**src/rtl/core/macd_pkg.sv**
```systemverilog
// Package for the MACD indicator: sequencer state type and fixed constants.
// No dependencies.
package macd_pkg;
  // Price format: unsigned fixed point. The fraction bits do not change the
  // arithmetic, since every average stays in the price's own format.
  localparam int PriceWidth = 32;
  localparam int FractionBits = 16;
  localparam int CountWidth = 9;
  localparam int SatCount = 256;
  localparam int OutMacdWidth = 33;
  localparam int OutHistWidth = 34;
  localparam logic [1:0] RegShort = 2'd0;
  localparam logic [1:0] RegLong = 2'd1;
  localparam logic [1:0] RegSignal = 2'd2;

  typedef enum logic [2:0] {
    ST_IDLE,
    ST_SHORT,
    ST_LONG,
    ST_SIGNAL,
    ST_DIV,
    ST_OUT
  } state_t;

  // Which average the shared unit currently works on.
  typedef enum logic [1:0] {
    SEL_SHORT,
    SEL_LONG,
    SEL_SIGNAL
  } sel_t;
endpackage

```
**src/rtl/core/macd_indicator.sv**
```systemverilog
// Top level of the MACD indicator: handshake, config registers, sequencer and a
// shared bit-serial divider. Depends on macd_pkg.
//
// One price beat enters, and the block updates the short, long and signal
// averages in turn with a single restoring divider that produces one quotient
// bit per cycle. Each average needs at most one division (the seed mean by n,
// or the move (x-avg)*2 by n+1) over DW bits, where DW is the working width
// (price width plus 11, so 43 for the 32-bit price). The sequencer spends a
// set-up step on each average and a divider step when that average divides,
// then goes to its output step and back to idle. An average that is still
// collecting its seed sum skips the divider. The block takes one beat at a
// time: in_stall is high from the accepting edge until the sequencer is idle
// again. The result sits in its own output register, so a waiting result
// does not block the next price; only when a new result is ready while the
// old beat is still stalled does the sequencer hold in its output step until
// the old beat is taken, and the input stays stalled meanwhile. A result
// beat is given only once the long period is complete. Periods of zero act
// as one.
module macd_indicator (
  input  logic        clk,
  input  logic        rst,
  input  logic        psel,
  input  logic        penable,
  input  logic        pwrite,
  input  logic [3:0]  paddr,
  input  logic [31:0] pwdata,
  output logic [31:0] prdata,
  output logic        pready,
  input  logic        in_valid,
  output logic        in_stall,
  input  logic [31:0] close_price,
  input  logic        start_series,
  output logic        out_valid,
  input  logic        out_stall,
  output logic signed [32:0] macd_value,
  output logic signed [32:0] signal_value,
  output logic signed [33:0] histogram_value,
  output logic        signal_valid
);
  // Working width: price plus sign and sum growth over 256 samples and signal headroom.
  localparam int DW = macd_pkg::PriceWidth + 11;
  localparam int CW = $clog2(DW + 1);

  logic [7:0] short_period, long_period, signal_period;
  logic [1:0] reg_idx;
  assign reg_idx = paddr[3:2];
  assign pready = 1'b1;

  always_ff @(posedge clk) begin
    if (rst) begin
      short_period <= 8'd12;
      long_period <= 8'd26;
      signal_period <= 8'd9;
    end else if (psel && penable && pwrite) begin
      case (reg_idx)
        macd_pkg::RegShort: short_period <= pwdata[7:0];
        macd_pkg::RegLong: long_period <= pwdata[7:0];
        macd_pkg::RegSignal: signal_period <= pwdata[7:0];
        default: ;
      endcase
    end
  end

  always_comb begin
    case (reg_idx)
      macd_pkg::RegShort: prdata = {24'd0, short_period};
      macd_pkg::RegLong: prdata = {24'd0, long_period};
      macd_pkg::RegSignal: prdata = {24'd0, signal_period};
      default: prdata = 32'd0;
    endcase
  end

  function automatic logic [8:0] eff(input logic [7:0] p);
    eff = (p == 8'd0) ? 9'd1 : {1'b0, p};
  endfunction

  // Series state.
  logic signed [DW-1:0] avg_s, avg_l, avg_g, sum_s, sum_l, sum_g;
  logic [macd_pkg::CountWidth-1:0] sample_count, difference_count;
  logic signed [DW-1:0] x;
  logic signed [DW-1:0] macd_r;
  macd_pkg::state_t state, state_next, after_st;
  macd_pkg::sel_t sel;
  logic emit;

  // Divider registers: sign-magnitude restoring division, one bit per cycle.
  logic [DW-1:0] dq;      // dividend shifting out, quotient shifting in
  logic [9:0] drem;
  logic [8:0] dden;
  logic dneg;
  logic [CW-1:0] dcnt;

  logic take;
  assign take = in_valid && !in_stall;
  assign in_stall = (state != macd_pkg::ST_IDLE);

  logic [8:0] n_s, n_l, n_g, n_cur;
  assign n_s = eff(short_period);
  assign n_l = eff(long_period);
  assign n_g = eff(signal_period);

  // Per-average work selection.
  logic signed [DW-1:0] a_cur, s_cur, x_cur;
  logic [macd_pkg::CountWidth-1:0] c_cur;
  always_comb begin
    case (sel)
      macd_pkg::SEL_SHORT: begin
        a_cur = avg_s; s_cur = sum_s; x_cur = x; c_cur = sample_count; n_cur = n_s;
      end
      macd_pkg::SEL_LONG: begin
        a_cur = avg_l; s_cur = sum_l; x_cur = x; c_cur = sample_count; n_cur = n_l;
      end
      default: begin
        a_cur = avg_g; s_cur = sum_g; x_cur = macd_r; c_cur = difference_count;
        n_cur = n_g;
      end
    endcase
  end

  logic signed [DW-1:0] new_sum, move_num, num;
  logic seeding, seed_now;
  assign new_sum = s_cur + x_cur;
  assign move_num = (x_cur - a_cur) <<< 1;
  assign seeding = {1'b0, c_cur} < {1'b0, n_cur};
  assign seed_now = c_cur == n_cur;
  assign num = seed_now ? new_sum : move_num;

  logic [DW-1:0] num_mag;
  assign num_mag = num[DW-1] ? DW'(-num) : DW'(num);

  logic [9:0] trial;
  logic [10:0] trial_sub;
  assign trial = {drem[8:0], dq[DW-1]};
  assign trial_sub = {1'b0, trial} - {2'b00, dden};

  // The last quotient bit lands together with write-back, so form it here.
  logic [DW-1:0] q_final;
  logic signed [DW-1:0] quot_final, div_result;
  assign q_final = {dq[DW-2:0], ~trial_sub[10]};
  assign quot_final = dneg ? -$signed(q_final) : $signed(q_final);
  assign div_result = seed_now ? quot_final : a_cur + quot_final;

  // Both counters stop at 256, which is the only value with the top bit set.
  logic [macd_pkg::CountWidth-1:0] cnt_inc_s, cnt_inc_d;
  assign cnt_inc_s = sample_count[macd_pkg::CountWidth-1] ?
                     sample_count : sample_count + 1'b1;
  assign cnt_inc_d = difference_count[macd_pkg::CountWidth-1] ?
                     difference_count : difference_count + 1'b1;

  logic go_signal;
  assign go_signal = {1'b0, sample_count} >= {1'b0, n_l};

  // Where the sequence goes once the current average is finished.
  always_comb begin
    case (sel)
      macd_pkg::SEL_SHORT: after_st = macd_pkg::ST_LONG;
      macd_pkg::SEL_LONG: after_st = go_signal ? macd_pkg::ST_SIGNAL : macd_pkg::ST_OUT;
      default: after_st = macd_pkg::ST_OUT;
    endcase
  end

  always_ff @(posedge clk) begin
    if (rst) state <= macd_pkg::ST_IDLE;
    else state <= state_next;
  end

  logic do_div;
  logic out_busy;
  assign out_busy = out_valid && out_stall;
  always_comb begin
    state_next = state;
    do_div = 1'b0;
    case (state)
      macd_pkg::ST_IDLE: if (take) state_next = macd_pkg::ST_SHORT;
      macd_pkg::ST_SHORT, macd_pkg::ST_LONG, macd_pkg::ST_SIGNAL: begin
        if (!seeding) begin
          do_div = 1'b1;
          state_next = macd_pkg::ST_DIV;
        end else state_next = after_st;
      end
      macd_pkg::ST_DIV: if (dcnt == CW'(0)) state_next = after_st;
      // A new result waits here while the previous beat is still stalled.
      macd_pkg::ST_OUT: if (!emit || !out_busy) state_next = macd_pkg::ST_IDLE;
      default: state_next = macd_pkg::ST_IDLE;
    endcase
  end

  // An average is finished when its divider step ends, or at once when it
  // only adds to its seed sum.
  logic div_done, in_avg, step_done, load_out;
  logic signed [DW-1:0] long_now;
  assign div_done = (state == macd_pkg::ST_DIV) && (dcnt == CW'(0));
  assign in_avg = (state == macd_pkg::ST_SHORT) || (state == macd_pkg::ST_LONG) ||
                  (state == macd_pkg::ST_SIGNAL);
  assign step_done = (in_avg && !do_div) || div_done;
  assign long_now = div_done ? div_result : avg_l;
  assign load_out = (state == macd_pkg::ST_OUT) && emit && !out_busy;

  always_ff @(posedge clk) begin
    if (rst) begin
      avg_s <= '0; avg_l <= '0; avg_g <= '0;
      sum_s <= '0; sum_l <= '0; sum_g <= '0;
      sample_count <= '0; difference_count <= '0;
      out_valid <= 1'b0; emit <= 1'b0; sel <= macd_pkg::SEL_SHORT;
    end else begin
      if (load_out) out_valid <= 1'b1;
      else if (out_valid && !out_stall) out_valid <= 1'b0;
      case (state)
        macd_pkg::ST_IDLE: if (take) begin
          x <= DW'(close_price[macd_pkg::PriceWidth-1:0]);
          sel <= macd_pkg::SEL_SHORT;
          emit <= 1'b0;
          if (start_series) begin
            avg_s <= '0; avg_l <= '0; avg_g <= '0;
            sum_s <= '0; sum_l <= '0; sum_g <= '0;
            sample_count <= {{(macd_pkg::CountWidth-1){1'b0}}, 1'b1};
            difference_count <= '0;
          end else sample_count <= cnt_inc_s;
        end
        macd_pkg::ST_SHORT, macd_pkg::ST_LONG, macd_pkg::ST_SIGNAL: begin
          if (seeding || seed_now) begin
            case (sel)
              macd_pkg::SEL_SHORT: sum_s <= new_sum;
              macd_pkg::SEL_LONG: sum_l <= new_sum;
              default: sum_g <= new_sum;
            endcase
          end
          if (do_div) begin
            dq <= num_mag; dneg <= num[DW-1]; drem <= '0;
            dden <= seed_now ? n_cur : n_cur + 9'd1;
            dcnt <= CW'(DW - 1);
          end
        end
        macd_pkg::ST_DIV: begin
          drem <= trial_sub[10] ? trial : trial_sub[9:0];
          dq <= q_final;
          if (dcnt != CW'(0)) dcnt <= dcnt - 1'b1;
        end
        default: ;
      endcase
      if (div_done) begin
        case (sel)
          macd_pkg::SEL_SHORT: avg_s <= div_result;
          macd_pkg::SEL_LONG: avg_l <= div_result;
          default: avg_g <= div_result;
        endcase
      end
      if (step_done) begin
        case (sel)
          macd_pkg::SEL_SHORT: sel <= macd_pkg::SEL_LONG;
          macd_pkg::SEL_LONG: if (go_signal) begin
            macd_r <= avg_s - long_now; difference_count <= cnt_inc_d;
            sel <= macd_pkg::SEL_SIGNAL; emit <= 1'b1;
          end
          default: ;
        endcase
      end
    end
  end

  // Result registers.
  logic sv;
  assign sv = {1'b0, difference_count} >= {1'b0, n_g};
  always_ff @(posedge clk) begin
    if (load_out) begin
      macd_value <= macd_r[32:0];
      signal_valid <= sv;
      signal_value <= sv ? avg_g[32:0] : '0;
      histogram_value <= sv ? 34'(macd_r - avg_g) : '0;
    end
  end

  logic unused;
  assign unused = ^{pwdata[31:8], paddr[1:0]};
endmodule

```
**config.mk**
```make
export PLATFORM = sky130hd
export DESIGN_NAME = macd_indicator
export DESIGN_NICKNAME = d
export VERILOG_FILES = /design/src/rtl/core/macd_pkg.sv /design/src/rtl/core/macd_indicator.sv
export SDC_FILE = /design/constraint.sdc
export NUM_CORES = 2
export LEC_CHECK = 0
export BUFFER_PORTS_ARGS = -buffer_cell sky130_fd_sc_hd__buf_2
export CORE_ASPECT_RATIO = 1.75
export CORE_MARGIN = 2
export CORE_UTILIZATION = 54
export CTS_CLUSTER_SIZE = 20
export DETAILED_ROUTE_END_ITERATION = 8
export GPL_TIMING_DRIVEN = 0
export PLACE_DENSITY = 0.72
export SKIP_LAST_GASP = 1
export SLEW_MARGIN = 20
export SYNTH_ARGS = -nofsm -noshare
export SYNTH_HDL_FRONTEND = slang
export SYNTH_SLANG_ARGS = --single-unit
```
**constraint.sdc**
```tcl
create_clock -name clk -period 15.4 [get_ports clk]
set_clock_uncertainty 0.05 [all_clocks]
set_input_delay 4.62 -clock clk [delete_from_list [all_inputs] [get_ports clk]]
set_output_delay 4.62 -clock clk [all_outputs]
set_load 0.01 [all_outputs]
```
==> metrics <==
Max Cap Violations 0; final period demand of the worst path 15.27 ns; CTS Buffer Depth 3; status finished, final reports clean; Detailed Route Iter0 Violations 2584; proportion of layout cells with a drive suffix above 1 0.0899; global placer's final weighted congestion 1.04; cell occurring most often along the worst timing path sky130_fd_sc_hd__clkbuf_1; Hold/Removal Path Class flop to flop; Pre-Repair DR Iteration Count 6; Peak VDD IR 97.0 uV; P&R area growth vs syn 11.3%; vias in the first global route 35300; latest clock arrival within the worst-skew pair 0.65 ns; launching element type of the critical path flop; final total negative setup slack 0 ns; number of hold violations in the final report 0; placed wire-length estimate 114000 um; wire length after detailed routing 143000 um; highest attainable clock frequency 0.0655 GHz; detailed-route via count 35600; Root Buffer Master sky130_fd_sc_hd__clkbuf_16; row count 128; effective utilization at floorplan 0.543; Core Footprint 69300 um2; Routed WL per cell 25.0 um; max-slew violations 0; # setup viols final 0; die span in x 204 um; synthesized netlist cell count 4515; category of the worst setup path capture point flop; final non-filler cell total 5719; # IOs 212; setup repair after global routing missed its margin no; EDFF count, synth 244; Mapped Avg Cell Area 8.34 um2; power density normalized to cell area 86.5 nW/um2; largest net degree at the start of global routing 44; post-synthesis sequential element count 551; wire length of the first global-routing pass 210000 um; Max-Slew Margin vs Limit 0.0967; data arrival time of the critical path 15.55 ns; post-route worst hold slack 0.401 ns; proportion of synthesized flip-flops having asynchronous set or reset 0; total clock sinks 551; Chip Height 353 um; I/O Buffers 159; Seq/Total Area, Yosys 0.358; nets 5084; most used flip-flop cell after synthesis sky130_fd_sc_hd__dfxtp_1; YS warnings 0; crit share post-route 0.991; standby leakage power 16.3 nW; Cell Area, Synth 37600 um2; most common cell after layout, fill and taps aside sky130_fd_sc_hd__nand2_1; TritonCTS clock tree yes; CP max stage cell sky130_fd_sc_hd__nor3_2; required time of the critical path 15.69 ns; Setup CP Type flop to flop; via density per instance 6.23; DRC Markers 0; cts bufs inserted 52; Antenna Nets Post-Route 0; number of hold buffers added after cts 0; count of unique library cells instantiated by Yosys 100; instance count after placement with tap cells included 5619; slew at the pin with the worst max-slew slack 1.35 ns; Crit path largest cell delay 1.04 ns; Post-CTS Repair Setup Buffers 0; clock-pin transition on the worst setup and hold timing paths 0.08 ns; CP Max Fanout 10; CTS HTree Levels 2; commonest cells after routing, fill and taps aside 675 x sky130_fd_sc_hd__nand2_1, 421 x sky130_fd_sc_hd__a21oi_1, 370 x sky130_fd_sc_hd__nor2_1; Remaining Overflow, GRT 0; post-CTS sizing 0; die area 71900 um2; global routing usage summed across all routing layers 0.392; antenna violations before repair 4
## stage by stage
stage | total power (W) | instance area [um2] | setup WS (ns) | util
finish | 0.00362 | 41900 | 0.134 | 0.604
global route | 0.00371 | 41900 | 0.359 | 0.604
CTS | 0.00360 | 41900 | 0.498 | 0.604
detailed placement | 0.00221 | 40000 | 0.598 | 0.577
global placement | 0.00220 | 39700 | 0.305 | 0.572
floorplan | 0.00200 | 37700 | 5.11 | -
## cell usage after synthesis (all sizes together), types with 34 or more instances
cell type / number / share of area
ha: 239 / 0.079
a31oi: 47 / 0.0078
nand2b: 38 / 0.0063
nor3: 89 / 0.012
a21oi: 432 / 0.058
a21o: 123 / 0.025
nand2: 676 / 0.068
clkbuf: 165 / 0.016
edfxtp: 244 / 0.19
nand3: 98 / 0.013
o21a: 50 / 0.010
buf: 79 / 0.012
and2: 45 / 0.0075
xor2: 86 / 0.020
mux2: 48 / 0.014
nor2: 374 / 0.037
o21ai: 348 / 0.046
nand4: 40 / 0.0070
xnor2: 144 / 0.034
mux2i: 166 / 0.044
a211oi: 34 / 0.0075
inv: 179 / 0.018
dfxtp: 307 / 0.16
and3: 46 / 0.0078
## power by group
part | internal (W) | switching [W] | leakage [nW]
sequential | 0.00155 | 0.0000197 | 4.68
combinational | 0.000193 | 0.000433 | 10.7
clock | 0.000800 | 0.000621 | 0.894
total | 0.00255 | 0.00107 | 16.3
## logic make-up (layout without fill, tap and decap cells)
group / Yosys count / in the layout / synth area share
AOI/OAI and AO/OA: 1289 / 1289 / 0.213
xor gates and xnor gates: 230 / 230 / 0.0535
adders and majority gates: 245 / 245 / 0.0826
buffers and inverters: 423 / 692 / 0.0459
DFF: 551 / 551 / 0.358
muxes: 214 / 214 / 0.0586
other: 2 / 27 / 0.000200
and+or+nand+nor: 1561 / 1561 / 0.188
## worst max-delay path: cells and delay by family, from the launching register on
family                   cells  cell delay (ns)
flip-flops                   1             0.31
adder cells (fa/ha/maj)      2             0.84
multiplexers                 2             0.43
AND/OR/NAND/NOR              7             2.54
AO/OA/AOI/OAI                8             2.41
buffers and inverters       12             7.98
XOR/XNOR                     1             0.30
## layout make-up
class                   instances  area [um2]
diodes                          2        5.00
clock buffers                  66        1470
fillers                      6336       27500
well taps                     910        1140
plain buffers                 244        1070
inverters                     179         674
multi-input cells            3564       22600
repair buffers                171        1050
clock inverters                32         384
flip-flops and latches        551       13500
## sequential cells by signal (all words and copies together) (netlist names), 34 cells and up
name             count
macd_r              43
histogram_value     34
sum_s               43
avg_s               43
dq                  43
avg_g               43
sum_g               43
avg_l               43
sum_l               43
## path summary, 6_finish.rpt
check	slack, ns	end	cells after the start	start
max reg2reg	0.13	macd_r[42]	32	sel[1]
max	0.13	macd_r[42]	32	sel[1]
min reg2reg	0.40	sum_l[32]	2	sum_l[32]
min	0.40	sum_l[32]	2	sum_l[32]
## routing by layer
layer,vias up,part of all wire,GRT usage
met5,-,0,0
met4,0,0.12,0.388
met3,632,0.066,0.0687
met2,1555,0.48,0.684
met1,16800,0.33,0.381
li1,16700,-,-
No activity file was read; power rests on OpenSTA's default activity.
